`config.mk`:
```
export PLATFORM = sky130hd
export DESIGN_NAME = k_way_sorted_merge
export DESIGN_NICKNAME = d
export VERILOG_FILES = /design/src/hw/rtl/kwm_pkg.sv /design/src/hw/rtl/kwm_cell.sv /design/src/hw/rtl/k_way_sorted_merge.sv
export SDC_FILE = /design/constraint.sdc
export NUM_CORES = 1
export LEC_CHECK = 0
export ABC_CLOCK_PERIOD_IN_PS = 6650
export BUFFER_PORTS_ARGS = -buffer_cell sky130_fd_sc_hd__clkbuf_2
export CORE_MARGIN = 2
export CORE_UTILIZATION = 35
export CTS_BUF_LIST = sky130_fd_sc_hd__clkbuf_4
export DETAILED_ROUTE_END_ITERATION = 7
export PLACE_DENSITY = 0.62
export SETUP_SLACK_MARGIN = 0.5
export SLEW_MARGIN = 5
export SYNTH_ARGS = -nofsm -noshare
export SYNTH_HDL_FRONTEND = slang
export SYNTH_SLANG_ARGS = --single-unit
```
`constraint.sdc`:
```
create_clock -name clock -period 6.65 [get_ports clock]
set_input_delay 0.665 -clock clock [delete_from_list [all_inputs] [get_ports clock]]
set_output_delay 0.665 -clock clock [all_outputs]
set_load 0.01 [all_outputs]
```
`src/hw/rtl/kwm_pkg.sv`:
```
// shared types and constants of the k-way merge
// no dependencies
package kwm_pkg;

   localparam int VALUE_W     = 32;
   localparam int SRC_WAY_W   = 3;
   localparam int OUT_WAY_W   = 3;
   localparam int CFG_W       = 4;
   localparam int REQ_TDATA_W = 40;
   localparam int RSP_TDATA_W = 40;
   localparam logic [CFG_W-1:0] CFG_RESET = 4'd8;

   typedef enum logic [1:0] {
      CELL_HOLD,
      CELL_INSERT,
      CELL_POP
   } cell_op_type;

   typedef struct packed {
      cell_op_type               op;
      logic signed [VALUE_W-1:0] value;
   } cell_cmd_type;

endpackage

```
`src/hw/rtl/kwm_cell.sv`:
```
// one cell of the sorted row: holds one element and its way
// depends on kwm_pkg
module kwm_cell #(
   parameter int WAY_W = 3
) (
   input  logic                               clock,
   input  kwm_pkg::cell_cmd_type              cmd,
   input  logic [WAY_W-1:0]                   new_way,
   input  logic                               occ,
   input  logic                               left_lt,
   input  logic signed [kwm_pkg::VALUE_W-1:0] left_value,
   input  logic [WAY_W-1:0]                   left_way,
   input  logic signed [kwm_pkg::VALUE_W-1:0] right_value,
   input  logic [WAY_W-1:0]                   right_way,
   output logic                               lt,
   output logic signed [kwm_pkg::VALUE_W-1:0] value,
   output logic [WAY_W-1:0]                   way
);

   logic signed [kwm_pkg::VALUE_W-1:0] value_ff, value_in;
   logic [WAY_W-1:0]                   way_ff, way_in;
   logic                               less;

   // new element orders before the held one
   assign less = (cmd.value < value_ff) || ((cmd.value == value_ff) && (new_way < way_ff));
   assign lt   = !occ || less;

   always_comb begin
      value_in = value_ff;
      way_in   = way_ff;
      unique case (cmd.op)
         kwm_pkg::CELL_INSERT: begin
            if (lt) begin
               if (left_lt) begin
                  value_in = left_value;
                  way_in   = left_way;
               end else begin
                  value_in = cmd.value;
                  way_in   = new_way;
               end
            end
         end
         kwm_pkg::CELL_POP: begin
            value_in = right_value;
            way_in   = right_way;
         end
         default: begin
            value_in = value_ff;
            way_in   = way_ff;
         end
      endcase
   end

   always_ff @(posedge clock) begin
      value_ff <= value_in;
      way_ff   <= way_in;
   end

   assign value = value_ff;
   assign way   = way_ff;

endmodule

```
`src/hw/rtl/k_way_sorted_merge.sv`:
```
// k-way merge of presorted signed streams on a sorted row of cells
// depends on kwm_pkg, kwm_cell
//
// channel  dir  handshake              payload
// req      in   req_tvalid/req_tready  tdata source_way, element_value; tuser has_element
// rsp      out  rsp_tvalid/rsp_tready  tdata out_value, out_way; tuser merge_done
// csr      in   csr_valid/csr_ready    csr_wdata ways_in_use
//
// a request goes through accept, insert into the cell row and pop of the head cell
// into the output register; a priming request with no response skips the pop
// the row does at most one insert or one pop a cycle
// the pop waits while the output register holds an unread result
// reset is synchronous: empties the row, restarts priming, ways_in_use = 8
// a csr write empties the row and restarts priming
module k_way_sorted_merge #(
   parameter int WAYS = 8
) (
   input  logic                                 clock,
   input  logic                                 reset,
   input  logic                                 req_tvalid,
   output logic                                 req_tready,
   input  logic [kwm_pkg::REQ_TDATA_W-1:0]      req_tdata,  // source_way, element_value
   input  logic                                 req_tuser,  // has_element
   output logic                                 rsp_tvalid,
   input  logic                                 rsp_tready,
   output logic [kwm_pkg::RSP_TDATA_W-1:0]      rsp_tdata,  // out_value, out_way
   output logic                                 rsp_tuser,  // merge_done
   input  logic                                 csr_valid,
   output logic                                 csr_ready,
   input  logic [kwm_pkg::CFG_W-1:0]            csr_wdata
);

   localparam int WAY_W = $clog2(WAYS);
   localparam int CNT_W = $clog2(WAYS + 1);
   localparam int VW    = kwm_pkg::VALUE_W;

   typedef enum logic [1:0] {
      S_IDLE,
      S_INS,
      S_EMIT
   } state_type;

   state_type                 state_ff, state_in;
   logic [CNT_W-1:0]          count_ff, count_in;
   logic [CNT_W-1:0]          primed_ff, primed_in;
   logic                      awaiting_ff, awaiting_in;
   logic [WAY_W-1:0]          awaited_ff, awaited_in;
   logic [kwm_pkg::CFG_W-1:0] ways_ff, ways_in;
   logic                      job_ins_ff, job_ins_in;
   logic                      job_emit_ff, job_emit_in;
   logic                      job_done_ff, job_done_in;
   logic signed [VW-1:0]      job_value_ff, job_value_in;
   logic [WAY_W-1:0]          job_way_ff, job_way_in;
   logic                      rsp_valid_ff, rsp_valid_in;
   logic                      rsp_done_ff, rsp_done_in;
   logic signed [VW-1:0]      rsp_value_ff, rsp_value_in;
   logic [kwm_pkg::OUT_WAY_W-1:0] rsp_way_ff, rsp_way_in;

   logic [CNT_W-1:0]          k_eff;
   logic                      req_acc, csr_acc, out_free;
   logic signed [VW-1:0]      req_value;
   kwm_pkg::cell_cmd_type     cmd;

   logic [WAYS-1:0]           occ;
   logic [WAYS-1:0]           cell_lt;
   logic signed [VW-1:0]      cell_value [WAYS];
   logic [WAY_W-1:0]          cell_way [WAYS];

   assign req_tready = (state_ff == S_IDLE);
   assign csr_ready  = (state_ff == S_IDLE) && !req_tvalid;
   assign req_acc    = req_tvalid && req_tready;
   assign csr_acc    = csr_valid && csr_ready;
   assign out_free   = !rsp_valid_ff || rsp_tready;
   assign req_value  = req_tdata[kwm_pkg::SRC_WAY_W +: VW];

   always_comb begin
      if (ways_ff == '0) begin
         k_eff = CNT_W'(1);
      end else if (int'(ways_ff) > WAYS) begin
         k_eff = CNT_W'(WAYS);
      end else begin
         k_eff = CNT_W'(ways_ff);
      end
   end

   // sorted row, head cell holds the smallest element
   for (genvar i = 0; i < WAYS; i++) begin : g_cell
      logic                 l_lt;
      logic signed [VW-1:0] l_value, r_value;
      logic [WAY_W-1:0]     l_way, r_way;

      assign occ[i] = (CNT_W'(i) < count_ff);

      if (i == 0) begin : g_head
         assign l_lt    = 1'b0;
         assign l_value = '0;
         assign l_way   = '0;
      end else begin : g_body
         assign l_lt    = cell_lt[i-1];
         assign l_value = cell_value[i-1];
         assign l_way   = cell_way[i-1];
      end

      if (i == WAYS - 1) begin : g_tail
         assign r_value = '0;
         assign r_way   = '0;
      end else begin : g_inner
         assign r_value = cell_value[i+1];
         assign r_way   = cell_way[i+1];
      end

      kwm_cell #(
         .WAY_W (WAY_W)
      ) u_cell (
         .clock       (clock),
         .cmd         (cmd),
         .new_way     (job_way_ff),
         .occ         (occ[i]),
         .left_lt     (l_lt),
         .left_value  (l_value),
         .left_way    (l_way),
         .right_value (r_value),
         .right_way   (r_way),
         .lt          (cell_lt[i]),
         .value       (cell_value[i]),
         .way         (cell_way[i])
      );
   end

   always_comb begin
      state_in     = state_ff;
      count_in     = count_ff;
      primed_in    = primed_ff;
      awaiting_in  = awaiting_ff;
      awaited_in   = awaited_ff;
      ways_in      = ways_ff;
      job_ins_in   = job_ins_ff;
      job_emit_in  = job_emit_ff;
      job_done_in  = job_done_ff;
      job_value_in = job_value_ff;
      job_way_in   = job_way_ff;
      rsp_valid_in = rsp_valid_ff && !rsp_tready;
      rsp_done_in  = rsp_done_ff;
      rsp_value_in = rsp_value_ff;
      rsp_way_in   = rsp_way_ff;
      cmd.op       = kwm_pkg::CELL_HOLD;
      cmd.value    = job_value_ff;

      unique case (state_ff)
         S_IDLE: begin
            if (req_acc) begin
               job_value_in = req_value;
               state_in     = S_INS;
               if (primed_ff < k_eff) begin
                  job_ins_in  = req_tuser;
                  job_way_in  = primed_ff[WAY_W-1:0];
                  primed_in   = primed_ff + CNT_W'(1);
                  job_emit_in = (primed_ff + CNT_W'(1) == k_eff);
                  job_done_in = 1'b0;
               end else if (!awaiting_ff) begin
                  job_ins_in  = 1'b0;
                  job_emit_in = 1'b0;
                  job_done_in = 1'b1;
               end else begin
                  job_ins_in  = req_tuser;
                  job_way_in  = awaited_ff;
                  job_emit_in = 1'b1;
                  job_done_in = 1'b0;
               end
            end else if (csr_acc) begin
               ways_in     = csr_wdata;
               count_in    = '0;
               primed_in   = '0;
               awaiting_in = 1'b0;
            end
         end
         S_INS: begin
            if (job_ins_ff && !occ[WAYS-1]) begin
               cmd.op   = kwm_pkg::CELL_INSERT;
               count_in = count_ff + CNT_W'(1);
            end
            state_in = (job_emit_ff || job_done_ff) ? S_EMIT : S_IDLE;
         end
         S_EMIT: begin
            if (out_free) begin
               rsp_valid_in = 1'b1;
               state_in     = S_IDLE;
               if (!job_done_ff && occ[0]) begin
                  cmd.op       = kwm_pkg::CELL_POP;
                  count_in     = count_ff - CNT_W'(1);
                  awaiting_in  = 1'b1;
                  awaited_in   = cell_way[0];
                  rsp_done_in  = 1'b0;
                  rsp_value_in = cell_value[0];
                  rsp_way_in   = kwm_pkg::OUT_WAY_W'(cell_way[0]);
               end else begin
                  awaiting_in  = 1'b0;
                  rsp_done_in  = 1'b1;
                  rsp_value_in = '0;
                  rsp_way_in   = '0;
               end
            end
         end
         default: begin
            state_in = S_IDLE;
         end
      endcase
   end

   always_ff @(posedge clock) begin
      if (reset) begin
         state_ff     <= S_IDLE;
         count_ff     <= '0;
         primed_ff    <= '0;
         awaiting_ff  <= 1'b0;
         awaited_ff   <= '0;
         ways_ff      <= kwm_pkg::CFG_RESET;
         job_ins_ff   <= 1'b0;
         job_emit_ff  <= 1'b0;
         job_done_ff  <= 1'b0;
         rsp_valid_ff <= 1'b0;
      end else begin
         state_ff     <= state_in;
         count_ff     <= count_in;
         primed_ff    <= primed_in;
         awaiting_ff  <= awaiting_in;
         awaited_ff   <= awaited_in;
         ways_ff      <= ways_in;
         job_ins_ff   <= job_ins_in;
         job_emit_ff  <= job_emit_in;
         job_done_ff  <= job_done_in;
         rsp_valid_ff <= rsp_valid_in;
      end
      job_value_ff <= job_value_in;
      job_way_ff   <= job_way_in;
      rsp_done_ff  <= rsp_done_in;
      rsp_value_ff <= rsp_value_in;
      rsp_way_ff   <= rsp_way_in;
   end

   assign rsp_tvalid = rsp_valid_ff;
   assign rsp_tuser  = rsp_done_ff;
   assign rsp_tdata  = {{(kwm_pkg::RSP_TDATA_W - VW - kwm_pkg::OUT_WAY_W){1'b0}},
                        rsp_way_ff, rsp_value_ff};

endmodule

```
* After elaboration in Yosys (flattened, before gate mapping)
Cells that the tools add are included.
** Cells by class
- Multiplexer cells :: 80
- Eq/ne operators :: 28
- $add $sub $neg :: 3
- Reductions and logical operators :: 68
- Bitwise logic cells :: 1
- Order comparisons :: 26
** Operators with widths (count)
- one-hot mux 32 bit (2 select lines) :: 8
- two-way mux 32 bit :: 15
- equality test 32 bit :: 8
- < comparator 32 bit :: 8
- two-way mux 3 bit :: 17
- one-hot mux 3 bit (2 select lines) :: 8
- two-way mux 4 bit :: 9
- < comparator 3 bit :: 8
- != test 2 x 1 -> 1 bit, second input constant :: 11
- AND reduction 2 bit :: 11
- logical OR 1 bit :: 18
- < comparator 3 x 4 -> 1 bit, first input constant :: 4
- logical AND 1 bit :: 14
- two-way mux 1 bit :: 14
- zero test 1 bit :: 12
- one-hot mux 4 bit (3 select lines) :: 1
- AND reduction 3 bit :: 4
- two-way mux 2 bit :: 5
- adder 4 x 1 -> 4 bit, second input constant :: 2
- < comparator 1 x 4 -> 1 bit, first input constant :: 2
- < comparator 2 x 4 -> 1 bit, first input constant :: 2
- != test 2 bit, second input constant :: 4
- nonzero test 2 bit :: 4
- one-hot mux 2 bit (3 select lines) :: 1
- 14 further kinds :: 16
** Storage, ports and cells
- Logic and storage cells :: 237
- Input port bits :: 50
- Register bits :: 373
- Output and inout bits :: 44

* Logic depth before layout (Yosys ltp)
- Depth in word-level cells :: 8
- Mapped depth :: 12
- Depth with buffers taken out :: 11

* Modules after synthesis
From an unflattened synthesis, not the netlist that was laid out.
** Unflattened totals
- Cells, all modules :: 2568
- Area total of the unflattened synthesis :: 25767.2 sq um
** By module, submodules not included
- kwm_cell at g_cell[0].u_cell ... :: cells each 283, seq. area each 1051.0 sq um, area each 2741.4 sq um, times used 7
- k_way_sorted_merge :: cells each 303, seq. area each 2572.5 sq um, area each 3871.2 sq um, times used 1
- kwm_cell at g_cell[2].u_cell :: cells each 284, seq. area each 1051.0 sq um, area each 2706.3 sq um, times used 1

* Worst setup path before layout
OpenSTA, ideal clock, no wires.
- Path type :: input to register
- Start point :: input rsp_tready
- End point :: register g_cell[6].u_cell.value_ff (netlist bit g_cell[6].u_cell.value[0]) (enable)
- Arrival time :: 4.282 ns
- Buffers on the path :: 4
- Setup time :: 0.391 ns
- Cell stages on the path :: 9
- Required time :: 6.259 ns
- Setup slack :: 1.977 ns
- Path through :: nor2b_1 -> nor2_1 -> and2_1 -> buf_2 -> and3_1 -> buf_2 -> buf_2 -> buf_1 -> a21o_1
** Between the ends
- Word-level cells in the longest chain between the ends :: 6
- Elaborated cells on any way between the ends :: 8
- Those cells by class :: 3 x eq/ne; 2 x mux; 3 x reduce/logical
** RTL lines
- start, declared :: line k_way_sorted_merge.sv:25 : input logic rsp_tready,
- logical OR 1 bit (*) :: line k_way_sorted_merge.sv:73 : assign out_free = !rsp_valid_ff || rsp_tready;
- two-way mux 2 bit (*) :: line k_way_sorted_merge.sv:185 : if (out_free) begin
- one-hot mux 2 bit (2 select lines) (*) :: line k_way_sorted_merge.sv:149 : unique case (state_ff)
- equality test 2 x 1 -> 1 bit / equality test 2 bit (equally long branches) :: line kwm_cell.sv:31 : unique case (cmd.op)
- != test 2 x 1 -> 1 bit (no source line) / nonzero test 2 bit (equally long branches)
- AND reduction 2 bit (no source line) (*)
- end signal, assigned :: line kwm_cell.sv:55 : value_ff <= value_in;
- end, declared :: line kwm_cell.sv:20 : logic signed [kwm_pkg::VALUE_W-1:0] value_ff, value_in;
Mark *: on every way between the ends. The rest lies on a longest branch, timed or not.
A chain may end at the register's enable or synchronous reset.

* Final worst setup path
- Start point :: register job_value_ff[31]
- End point :: register g_cell[1].u_cell.value_ff (netlist bit g_cell[1].u_cell.value[6]), data pin
** Between the ends
- Word-level cells in the longest chain between the ends :: 7
- Elaborated cells on any way between the ends :: 8
- Those cells by class :: 1 x order compare; 1 x eq/ne; 3 x mux; 3 x reduce/logical
** RTL lines
- start, declared :: line k_way_sorted_merge.sv:52 : logic signed [VW-1:0] job_value_ff, job_value_in;
- start signal, assigned :: line k_way_sorted_merge.sv:234 : job_value_ff <= job_value_in;
- branches (longest 2 deep; another with < comparator 32 bit)
- logical OR 1 bit (*) :: line kwm_cell.sv:25 : assign less = (cmd.value < value_ff) || ((cmd.value == value_ff) && (new_way < way_ff));
- logical OR 1 bit (*) :: line kwm_cell.sv:26 : assign lt = !occ || less;
- two-way mux 32 bit (*) :: line kwm_cell.sv:34 : if (left_lt) begin
- two-way mux 32 bit (*) :: line kwm_cell.sv:33 : if (lt) begin
- one-hot mux 32 bit (2 select lines) (*) :: line kwm_cell.sv:31
- via g_cell[1].u_cell.value_in (one bit) :: line kwm_cell.sv:20
- end signal, assigned :: line kwm_cell.sv:55
- end, declared :: line kwm_cell.sv:20
Mark *: on every way through the listed nets, which the timed path passes. The select of a mux whose other input is x is not followed.

==> metrics.txt <==
Setup Viol. Count Final 0; vias per inst ~5.7; GR Util met1 between 20% and 30%; Clock Latency Late Sink slightly below 0.9 ns; setup bufs post-CTS 0; flop-to-flop setup slack roughly 1.8 ns; P_leak ~0.012 µW; worst reg-to-reg path cell count 10; die area 0.0686 mm²; arrival time worst endpoint around 5.6 ns; final period utilization about three quarters; GR Util met3 3.94%; GRT Total Usage between 20% and 30%; DRT Pass-1 Iters 6; relative slew slack 13.9%; num rows 94; setup TNS 0 ns; worst-path maximum fanout 26; clock skew 0.0715 ns; total power 5520 µW; worst hold stages 3; final hold viol count 0; share of cells above drive strength 1 between 10% and 20%; Die X 262 µm; ANT nets after route 0; Clock Path Buffers 3; port bufs 80; most used cell, CP a221o_1; mean post-synth cell area roughly 10 µm²; status finished, final reports clean; first-pass GRT wire length ~110 mm; sequential area share after synthesis between 40% and 50%; clk sinks approximately 370; register area ~0.011 mm²; Reg-to-Reg Start job_value_ff[31]$_DFFE_PP_; post-CTS resize count 0; number of synthesized flops with an enable pin between 300 and 400; worst-margin pin slew 1.29 ns; nets ~2700; grt ovf 0; Pwr per Cell Area between 200 and 250 mW/mm²; Layout area overhead 13.2%; TritonCTS buffer count between 100 and 150; Peak supply drop 0.000139 V; Post-Syn Instances 2256; core area ~0.066 mm²; most used routing layer met2; slowest CP cell o21a_1; reg-to-reg endpoint g_cell[1].u_cell.value[6]$_DFFE_PP_; CTS tree done; Startpoint Class flip-flop; final slew viol count 0; Hold Crit Start req_tvalid; Synth Register Bits ~370; Hold Path End state_ff[0]$_SDFFE_PP0P_; via count roughly 19000; DR WL/cell between 20 and 25 µm; RSZ-0062 raised after global routing no; WP data required ~7.3 ns; synth unique cells 66; share of synthesized registers carrying an async set or reset 0%; GP Congestion about 0.9; Die Y around 260 µm; grt met2 use 33.3%; min cycle time layout just under 5 ns; yosys warns 0; Hold Path Class input port to flip-flop; Syn Std Cell Area about 0.023 mm²; initial antenna violation count 1; Post-Route WL roughly 74 mm; CP endpoint kind flip-flop; crit-path cells ha_1, nand4_1, nor2_1, a221o_1, a211o_1, nor3b_4, buf_4, o21a_1, buf_12, a221o_1; Root Driver clkbuf_4; most common cell after layout, fill and taps aside edfxtp_1; critical path type flip-flop to flip-flop; I/O pin count 94; most frequent cells in the layout edfxtp_1 (351), inv_1 (253), ha_1 (249), nand2_1 (220), clkbuf_4 (164); starting density of the core between 30% and 40%; total number of H-tree levels 3; largest net degree at the start of global routing between 200 and 300; FILL cells around 6500; DRC 0; main flop type after synthesis edfxtp_1; Iter 0 DRT Violations ~2000; area taken by multi-input logic gates approximately 0.011 mm²; max cap viols 0; vias in the first global route ~19000; DP HPWL 47.9 mm; Worst path max stage delay roughly 0.73 ns; Worst-path clk slew around 0.070 ns; f_max between 0.2 and 0.25 GHz; CTS Hold Buffers Added 37
## where the power goes
group / internal [µW] / switching, µW / total, µW
Sequential: 2610 / 79.8 / 2690
Clock: 1270 / 1050 / 2320
Combinational: 182 / 327 / 509
## cells in the mapped netlist (all sizes together) (5+ instances only)
master / instances / area, µm²
nand2: 227 / 852
ha: 249 / 3120
o31ai: 5 / 37.5
nor3: 115 / 576
nor2: 100 / 378
a31oi: 41 / 287
nand4: 44 / 275
a221o: 112 / 1120
a211oi: 8 / 60.1
a21boi: 8 / 60.1
o21a: 9 / 67.6
nand3: 62 / 310
inv: 254 / 953
nand2b: 12 / 75.1
mux2: 5 / 56.3
o21ai: 135 / 676
mux2i: 109 / 1090
and3: 5 / 31.3
buf: 56 / 347
o31a: 5 / 43.8
a21oi: 116 / 581
edfxtp: 351 / 10500
nor4: 14 / 100
nor2b: 9 / 56.3
dfxtp: 22 / 440
clkbuf: 68 / 255
o211ai: 5 / 37.5
a21o: 54 / 405
## registers in the layout, indices dropped and copies added, names as in the netlist
register,count
awaited_ff,3
awaiting_ff,1
count_ff,4
g_cell.u_cell.value,256
g_cell.u_cell.way,24
job_done_ff,1
job_emit_ff,1
job_ins_ff,1
job_value_ff,32
job_way_ff,3
primed_ff,4
rsp_tuser,1
rsp_tvalid,1
rsp_value_ff,32
rsp_way_ff,3
state_ff,2
ways_ff,4
## critical path: cells and delay by family (launching register included)
kind	cells	cell delay [ns]
AO/OA/AOI/OAI	4	1.62
AND/OR/NAND/NOR	3	1.06
buffers and inverters	2	0.87
flip-flops	1	0.58
adder cells (fa/ha/maj)	1	0.52
## worst max-delay path by stage
stage                     cells past startpoint  slack (ns)                        from                                   end
after floorplan                               9        1.98                  rsp_tready   g_cell[6].u_cell.value[0]$_DFFE_PP_
after global placement                       10        1.96  job_value_ff[14]$_DFFE_PP_  g_cell[1].u_cell.value[26]$_DFFE_PP_
after detailed placement                     10        1.91  job_value_ff[31]$_DFFE_PP_  g_cell[1].u_cell.value[26]$_DFFE_PP_
after CTS                                    10        1.83  job_value_ff[31]$_DFFE_PP_   g_cell[1].u_cell.value[6]$_DFFE_PP_
after global routing                         10        1.72  job_value_ff[31]$_DFFE_PP_   g_cell[1].u_cell.value[6]$_DFFE_PP_
final                                        10        1.78  job_value_ff[31]$_DFFE_PP_   g_cell[1].u_cell.value[6]$_DFFE_PP_
## area by class of cell
cell class                 count  area share [%]
timing repair buffer         147            3.87
antenna                        1         0.00949
clock buffer                 164            4.67
inverter                     255            3.63
multi-input combinational   1508            41.3
clock inverter                27           0.793
tap                          864            4.10
sequential                   373            41.7
## kinds of logic after synthesis
logic type      share of synthesized area (%)
compound gates                           15.7
xor+xnor                                0.188
fa+ha+maj                                13.4
buf+inv                                  6.69
flops                                    47.1
mux                                      4.93
other cells                            0.0161
simple gates                             12.0
## stage by stage
stage                     utilization [%]  hold WS [ns]  instances  area, µm²  setup WS, ns
after global routing                 40.0         0.112       3339      26400          1.72
after floorplan                         -         0.437       2260      23300          1.98
after detailed placement             37.3         0.463       3110      24500          1.91
final                                40.0         0.113       3339      26400          1.78
after global placement               37.3         0.446       3110      24500          1.96
after CTS                            40.0        0.0189       3338      26400          1.83
## per-layer routing
layer  vias to the layer above  part of all wire, %
met5                         -                    0
met4                         0                  3.4
met3                       136                  8.6
met2                       866                   45
met1                      9286                   43
li1                       8731                    -
No activity file was read; power rests on OpenSTA's default activity.
